**config.mk**
```make
export PLATFORM = sky130hd
export DESIGN_NAME = serial_command_framer_queue
export DESIGN_NICKNAME = d
export VERILOG_FILES = /design/src/sv/scfq_pkg.sv /design/src/sv/scfq_ctrl.sv /design/src/sv/scfq_dp.sv /design/src/sv/serial_command_framer_queue.sv
export SDC_FILE = /design/constraint.sdc
export NUM_CORES = 2
export LEC_CHECK = 0
export BUFFER_PORTS_ARGS = -buffer_cell sky130_fd_sc_hd__buf_2
export CORE_AREA = 2 2 231 460
export CTS_BUF_LIST = sky130_fd_sc_hd__clkbuf_8
export DETAILED_ROUTE_END_ITERATION = 8
export DIE_AREA = 0 0 233 462
export PLACE_DENSITY_LB_ADDON = 0.3
export SETUP_SLACK_MARGIN = 0.3
export SYNTH_ARGS = -nofsm -noshare
export SYNTH_HDL_FRONTEND = slang
export SYNTH_HIERARCHICAL = 1
export SYNTH_SLANG_ARGS = --single-unit
```
**constraint.sdc**
```tcl
create_clock -name clk -period 5.9 [get_ports clk]
set_clock_uncertainty 0.1 [all_clocks]
set_input_delay 0.295 -clock clk [delete_from_list [all_inputs] [get_ports clk]]
set_output_delay 0.295 -clock clk [all_outputs]
set_load 0.01 [all_outputs]
```
**src/sv/scfq_pkg.sv**
```systemverilog
`timescale 1ns / 1ps
// ----------------------------------------------------------------------------
// scfq_pkg
// Shared types and constants for the serial command framer queue.
// ----------------------------------------------------------------------------

package scfq_pkg;

	localparam logic [7:0] CHAR_CR = 8'h0D;
	localparam logic [7:0] CHAR_LF = 8'h0A;

	typedef struct packed {
		logic rx_en;
		logic pop_start;
		logic emit_load;
		logic empty_load;
	} ctrl_cmd_t;

	typedef struct packed {
		logic q_empty;
		logic last_char;
		logic out_free;
	} dp_stat_t;

endpackage

```
**src/sv/scfq_ctrl.sv**
```systemverilog
`timescale 1ns / 1ps
// ----------------------------------------------------------------------------
// scfq_ctrl
// Controller: input handshake and sequencing of pop readout.
// ----------------------------------------------------------------------------

module scfq_ctrl (
	input  logic                clk,
	input  logic                arst_n,
	input  logic                in_valid,
	output logic                in_stall,
	input  logic                action,
	input  scfq_pkg::dp_stat_t  stat,
	output scfq_pkg::ctrl_cmd_t cmd
);

	typedef enum logic [3:0] {
		ST_IDLE  = 4'b0001,
		ST_FETCH = 4'b0010,
		ST_EMIT  = 4'b0100,
		ST_EMPTY = 4'b1000
	} state_t;

	state_t state_q;
	state_t state_nxt;
	logic   accept;

	assign in_stall = (state_q != ST_IDLE);
	assign accept   = in_valid && !in_stall;

	always_comb begin
		state_nxt      = state_q;
		cmd            = '0;
		case (state_q)
			ST_IDLE: begin
				cmd.rx_en     = accept && !action;
				cmd.pop_start = accept && action && !stat.q_empty;
				if (accept && action) begin
					state_nxt = stat.q_empty ? ST_EMPTY : ST_FETCH;
				end
			end
			ST_FETCH: begin
				state_nxt = ST_EMIT;
			end
			ST_EMIT: begin
				cmd.emit_load = stat.out_free;
				if (stat.out_free && stat.last_char) begin
					state_nxt = ST_IDLE;
				end
			end
			ST_EMPTY: begin
				cmd.empty_load = stat.out_free;
				if (stat.out_free) begin
					state_nxt = ST_IDLE;
				end
			end
			default: begin
				state_nxt = ST_IDLE;
			end
		endcase
	end

	always_ff @(posedge clk or negedge arst_n) begin
		if (!arst_n) begin
			state_q <= ST_IDLE;
		end else begin
			state_q <= state_nxt;
		end
	end

endmodule

```
**src/sv/scfq_dp.sv**
```systemverilog
`timescale 1ns / 1ps
// ----------------------------------------------------------------------------
// scfq_dp
// Datapath: command framing, queue storage and output register.
// ----------------------------------------------------------------------------

module scfq_dp #(
	parameter int BUF_LEN     = 16,
	parameter int QUEUE_DEPTH = 8
) (
	input  logic                clk,
	input  logic                arst_n,
	input  scfq_pkg::ctrl_cmd_t cmd,
	output scfq_pkg::dp_stat_t  stat,
	input  logic [7:0]          rx_byte,
	input  logic                out_stall,
	output logic                out_valid,
	output logic                cmd_valid,
	output logic [7:0]          command_id,
	output logic [7:0]          param_char,
	output logic                has_char,
	output logic                last,
	output logic [3:0]          remaining
);

	localparam int PMAX   = BUF_LEN - 1;
	localparam int LW     = $clog2(BUF_LEN);
	localparam int SLOTS  = QUEUE_DEPTH + 1;
	localparam int SW     = $clog2(SLOTS);
	localparam int CDEPTH = SLOTS * (2 ** LW);
	localparam int MW     = 8 + LW;

	logic [7:0]    char_mem [CDEPTH];
	logic [MW-1:0] meta_mem [SLOTS];

	logic          phase_q;
	logic [7:0]    pid_q;
	logic [LW-1:0] plen_q;
	logic [SW-1:0] head_q;
	logic [SW-1:0] tail_q;
	logic [SW-1:0] count_q;
	logic [LW-1:0] idx_q;
	logic [7:0]    char_rd_q;
	logic [MW-1:0] meta_rd_q;
	logic          out_valid_q;

	logic          byte_live;
	logic          start_cmd;
	logic          take_char;
	logic          close_cmd;
	logic          enq;
	logic [SW-1:0] tail_nxt;
	logic [SW-1:0] head_nxt;
	logic [LW-1:0] rd_len;
	logic [7:0]    rd_id;
	logic [LW:0]   idx_inc;
	logic [LW-1:0] rd_idx;
	logic          last_char;
	logic          pop_done;
	logic [SW-1:0] rem;

	assign byte_live = cmd.rx_en && (rx_byte != scfq_pkg::CHAR_CR);
	assign start_cmd = byte_live && !phase_q;
	assign take_char = byte_live && phase_q && (rx_byte != scfq_pkg::CHAR_LF)
		&& (plen_q < LW'(PMAX));
	assign close_cmd = byte_live && phase_q && !take_char;
	assign enq       = close_cmd && (count_q != SW'(QUEUE_DEPTH));
	assign tail_nxt  = (tail_q == SW'(QUEUE_DEPTH)) ? '0 : tail_q + 1'b1;
	assign head_nxt  = (head_q == SW'(QUEUE_DEPTH)) ? '0 : head_q + 1'b1;

	assign rd_len    = meta_rd_q[LW-1:0];
	assign rd_id     = meta_rd_q[MW-1:LW];
	assign idx_inc   = {1'b0, idx_q} + (LW + 1)'(1);
	assign rd_idx    = cmd.emit_load ? idx_inc[LW-1:0] : idx_q;
	assign last_char = (rd_len == '0) || (idx_inc == {1'b0, rd_len});
	assign pop_done  = cmd.emit_load && last_char;
	assign rem       = count_q - 1'b1;

	assign stat.q_empty   = (count_q == '0);
	assign stat.last_char = last_char;
	assign stat.out_free  = !out_valid_q || !out_stall;

	// slot at tail is always free, parameter bytes go straight into it
	always_ff @(posedge clk) begin
		if (take_char) begin
			char_mem[{tail_q, plen_q}] <= rx_byte;
		end
		if (enq) begin
			meta_mem[tail_q] <= {pid_q, plen_q};
		end
		char_rd_q <= char_mem[{head_q, rd_idx}];
		meta_rd_q <= meta_mem[head_q];
	end

	always_ff @(posedge clk or negedge arst_n) begin
		if (!arst_n) begin
			phase_q <= 1'b0;
			pid_q   <= '0;
			plen_q  <= '0;
			head_q  <= '0;
			tail_q  <= '0;
			count_q <= '0;
			idx_q   <= '0;
		end else begin
			if (start_cmd) begin
				pid_q   <= rx_byte;
				plen_q  <= '0;
				phase_q <= 1'b1;
			end
			if (take_char) begin
				plen_q <= plen_q + 1'b1;
			end
			if (close_cmd) begin
				phase_q <= 1'b0;
			end
			if (enq) begin
				tail_q  <= tail_nxt;
				count_q <= count_q + 1'b1;
			end
			if (cmd.pop_start) begin
				idx_q <= '0;
			end else if (cmd.emit_load) begin
				idx_q <= idx_inc[LW-1:0];
			end
			if (pop_done) begin
				head_q  <= head_nxt;
				count_q <= rem;
			end
		end
	end

	always_ff @(posedge clk or negedge arst_n) begin
		if (!arst_n) begin
			out_valid_q <= 1'b0;
		end else if (cmd.emit_load || cmd.empty_load) begin
			out_valid_q <= 1'b1;
		end else if (!out_stall) begin
			out_valid_q <= 1'b0;
		end
	end

	always_ff @(posedge clk) begin
		if (cmd.emit_load) begin
			cmd_valid  <= 1'b1;
			command_id <= rd_id;
			param_char <= (rd_len == '0) ? 8'h00 : char_rd_q;
			has_char   <= (rd_len != '0);
			last       <= last_char;
			remaining  <= 4'(rem);
		end else if (cmd.empty_load) begin
			cmd_valid  <= 1'b0;
			command_id <= 8'h00;
			param_char <= 8'h00;
			has_char   <= 1'b0;
			last       <= 1'b1;
			remaining  <= 4'h0;
		end
	end

	assign out_valid = out_valid_q;

endmodule

```
**src/sv/serial_command_framer_queue.sv**
```systemverilog
`timescale 1ns / 1ps
// A received byte gives no result. A pop of a queued command passes through the FETCH and
// EMIT states before its first result is registered at the output; an empty-queue pop passes
// through EMPTY. Results then follow at one a cycle while the output is free.
// Bytes are taken one a cycle while no pop is in progress; in_stall is held after a pop is
// accepted until its last result is loaded into the output register.
// Reset: control and queue pointers clear at once; storage is not cleared.
// ----------------------------------------------------------------------------
// serial_command_framer_queue
// Frames serial bytes into commands, queues them and reads them out on pop.
// ----------------------------------------------------------------------------

module serial_command_framer_queue #(
	parameter int BUF_LEN     = 16,
	parameter int QUEUE_DEPTH = 8
) (
	input  logic       clk,
	input  logic       arst_n,
	input  logic       in_valid,
	output logic       in_stall,
	input  logic       action,
	input  logic [7:0] rx_byte,
	output logic       out_valid,
	input  logic       out_stall,
	output logic       cmd_valid,
	output logic [7:0] command_id,
	output logic [7:0] param_char,
	output logic       has_char,
	output logic       last,
	output logic [3:0] remaining
);

	scfq_pkg::ctrl_cmd_t cmd;
	scfq_pkg::dp_stat_t  stat;

	scfq_ctrl u_ctrl (
		.clk      (clk),
		.arst_n   (arst_n),
		.in_valid (in_valid),
		.in_stall (in_stall),
		.action   (action),
		.stat     (stat),
		.cmd      (cmd)
	);

	scfq_dp #(
		.BUF_LEN     (BUF_LEN),
		.QUEUE_DEPTH (QUEUE_DEPTH)
	) u_dp (
		.clk        (clk),
		.arst_n     (arst_n),
		.cmd        (cmd),
		.stat       (stat),
		.rx_byte    (rx_byte),
		.out_stall  (out_stall),
		.out_valid  (out_valid),
		.cmd_valid  (cmd_valid),
		.command_id (command_id),
		.param_char (param_char),
		.has_char   (has_char),
		.last       (last),
		.remaining  (remaining)
	);

	a_pop_blocks_input: assert property (@(posedge clk) disable iff (!arst_n)
		in_valid && !in_stall && action |=> in_stall)
		else $error("input not held after pop item");

	a_empty_pop_shape: assert property (@(posedge clk) disable iff (!arst_n)
		out_valid && !cmd_valid |-> last && !has_char)
		else $error("empty queue result malformed");

	a_no_char_is_last: assert property (@(posedge clk) disable iff (!arst_n)
		out_valid && !has_char |-> last)
		else $error("empty parameter result not last");

	a_burst_continues: assert property (@(posedge clk) disable iff (!arst_n)
		out_valid && !out_stall && !last |=> out_valid && $stable(command_id))
		else $error("pop readout broken");

endmodule
```
==> summary.md <==
| Metric | Value |
|---|---|
| Status | completed |
| Synth top area cells | edfxtp_1 (75%), mux4_2 (14%), dfrtp_1 (1.6%) |
| # clock sinks | 1337 |
| Die Width | 233 um |
| Post-CTS setup buffer count | 0 |
| Post-Syn Instances | 2479 |
| Top_reg_cell synth | edfxtp_1 |
| Worst-Skew Late Latency | 0.85 ns |
| First-pass GRT wire length | 186000 um |
| GRT Residual Overflow | 0 |
| Register area share after synthesis | 77.0% |
| Chip height | 462 um |
| TNS Setup | 0 ns |
| Initial DRC count | 2783 |
| F_max | 209 MHz |
| Syn avg cell area | 20.8 sq um |
| Post-synth top area share | 74.5% |
| Num ports | 38 |
| CTS clk-pin slew, worst paths | 0.07 ns |
| Fraction of registers with async set or reset after synthesis | 2.54% |
| DR pass1 iterations | 5 |
| Initial antenna violation count | 6 |
| Post-synth EDFFs | 1282 |
| Worst hold path class | in -> reg |
| Max-slew violation count | 0 |
| Yosys warnings | 6 |
| Crit-path cells | nor2_1, nand2_1, nor2_2, buf_4, mux2_8, buf_12, buf_12, mux4_2, a22o_1, nor3_1, a211oi_1 |
| Crit. End Element | flip-flop |
| CTS tree | built |
| Final net count | 2743 |
| GP Congestion | 0.885 |
| Critical Path Source Type | flip-flop |
| Worst Slack Setup Final | 1.12 ns |
| Mean routed wirelength per cell | 30.8 um |
| Most numerous cell in the Yosys netlist | edfxtp_1 |
| Largest net degree at the start of global routing | 108 |
| Delay-heaviest family, CP | simple AND/OR/NAND/NOR gates |
| Routed Antenna Nets | 0 |
| Relative slew slack | 18.2% |
| Hold buffer count at cts | 15 |
| H-tree levels | 4 |
| Clock Tree Buf Depth | 3 |
| Leading area contributor after synthesis | edfxtp_1 |
| Post-synthesis cell type count | 65 |
| Part of the power in registers | 54.8% |
| Crit-path max FO | 96 |
| Critical path class | reg -> reg |
| Die area | 0.108 sq mm |
| Tightest Pin Transition | 1.23 ns |
| Max Cap Violations | 0 |
| Synth top cells by count | edfxtp_1 (1282), mux4_2 (317), nor2_1 (183), nand2_1 (87), a22oi_1 (66) |
| Via count of the first global-routing pass | 26.8k |
| Starting density of the core | 49.5% |
| CP bufs+invs | 3 |
| Combinational share of power | 13.1% |
| Switching power | 5.10 mW |
| Crit path top cell by count | buf_12 |
| Overall Global Routing Usage | 24.5% |
| CTS buffer count | 170 |
| DR vias | 25.7k |
| Sw Share | 25.4% |
| Ratio of cells with drive above 1 in the final layout | 24.0% |
| Slowest cell on crit path | nor3_1 |
| Power Dens Cells | 349 mW/mm^2 |
| DRC | 0 |
| CORE AREA | 0.104 sq mm |
| Final HPWL DP | 83700 um |
| Yosys reg bits | 1337 |
| Clk pwr share | 32.1% |
| Final hold viol count | 0 |
| Cell area after synthesis | 0.0517 sq mm |
| Leak | 18.2 nW |
| Setup repair after global routing missed its margin | no |
| Area Overhead vs Synth | 10.9% |
| Critical Path Max Stage Delay | 0.95 ns |
| Critical path data arrival time | 5.34 ns |
| Maximum VDD drop | 0.205 mV |
| Finish-stage setup viols | 0 |
| Pre-CTS setup slack | 1.17 ns |
| Final Routed Wirelength | 130000 um |
| # port buffers | 37 |
| Post-layout minimum cycle time | 4.78 ns |
| Internal | 14.9 mW |
| Row count | 168 |
| Via density | 6.10 |
| WP data required | 6.46 ns |
| PostCTS Resize Cnt | 0 |
| Final period util | 81.0% |
| Clock root buffer master | clkbuf_8 |
-- power by group through the flow --
stage | Sequential, mW | Combinational, mW | Clock (mW)
2_1_floorplan | 11.0 | 1.75 | 0
3_3_place_gp | 11.2 | 2.56 | 0
3_5_place_dp | 11.2 | 2.61 | 0
4_1_cts | 11.0 | 2.63 | 6.56
5_1_grt | 11.0 | 2.75 | 6.90
6_report | 11.0 | 2.62 | 6.43
-- metal layers --
layer  GRT usage, %  share of wire (%)
met5              0              0.021
met4           14.6                6.6
met3           4.25                6.1
met2           45.2                 55
met1           26.0                 32
-- logic make-up after synthesis --
| logic type | synth area share (%) |
|---|---|
| adder cells (fa/ha/maj) | 0.315 |
| AND/OR/NAND/NOR | 3.35 |
| multiplexers | 15.2 |
| other | 0.00726 |
| buffers and inverters | 1.34 |
| flip-flops | 77.0 |
| XOR/XNOR | 0.315 |
| AO/OA/AOI/OAI | 2.54 |
-- registers in the layout (all words and copies together), names as in the netlist, 8 cells and up --
name / count
u_dp/command_id: 8
u_dp/pid_q: 8
u_dp/char_mem: 1152
u_dp/param_char: 8
u_dp/meta_mem: 108
u_dp/meta_rd_q: 12
u_dp/char_rd_q: 8
-- final cells by class --
class / count / area (sq um)
timing repair buffer: 125 / 1010
clock inverter: 129 / 712
sequential: 1337 / 39800
multi-input combinational: 1070 / 11600
antenna: 2 / 5.00
clock buffer: 182 / 2500
tap: 1360 / 1700
inverter: 13 / 48.8
fill: 7765 / 47200
-- stage by stage --
| stage | std cells | cell area [sq um] | total power, mW | utilization (%) | hold WS, ns |
|---|---|---|---|---|---|
| 3_3_place_gp | 3890 | 53900 | 13.7 | 51.6 | 0.335 |
| 6_report | 4218 | 57300 | 20.0 | 54.9 | 0.297 |
| 5_1_grt | 4217 | 57300 | 20.7 | 54.9 | 0.315 |
| 2_1_floorplan | 2550 | 51900 | 12.8 | - | -0.101 |
| 4_1_cts | 4216 | 57300 | 20.2 | 54.9 | 0.248 |
| 3_5_place_dp | 3890 | 53900 | 13.8 | 51.6 | 0.336 |
-- path summary, 6_finish.rpt --
kind                                                from                            end  slack (ns)  cells past startpoint
max                        u_ctrl/state_q[1]$_DFFE_PN0P_      u_dp/char_rd_q[4]$_DFF_P_        1.12                     11
min                                            out_stall     u_dp/out_valid$_DFFE_PN0P_        0.30                      4
max reg2reg                u_ctrl/state_q[1]$_DFFE_PN0P_      u_dp/char_rd_q[4]$_DFF_P_        1.12                     11
min in group asynchronous                         arst_n  u_ctrl/state_q[0]$_DFFE_PN1P_        0.47                      3
min reg2reg                u_dp/meta_mem[8][2]$_DFFE_PP_      u_dp/meta_rd_q[2]$_DFF_P_        0.35                      2
max in group asynchronous                         arst_n     u_dp/head_q[0]$_DFFE_PN0P_        5.01                      4
-- worst min-delay path: cells and delay by family --
| family | cells | cell delay, ns |
|---|---|---|
| buffers and inverters | 2 | 0.61 |
| and+or+nand+nor | 2 | 0.27 |
-- placed cells by master, fill, tap and decap left out, drive strengths merged, types with 10 or more instances in the layout --
master and n:
o22ai 12, edfxtp 1282, inv 62, conb 72, nor3 29, o211ai 10, mux2i 51, dfrtp 33
nor2 183, and3 11, a21oi 42, mux4 317, nor2b 10, buf 111, dfxtp 21, and2 12
dlygate4sd3 14, clkbuf 182, nand3 23, nand2 87, clkinv 65, xnor2 10, o21ai 29, a22oi 66
mux2 16, ha 13
(Power assumes the default switching activity.)
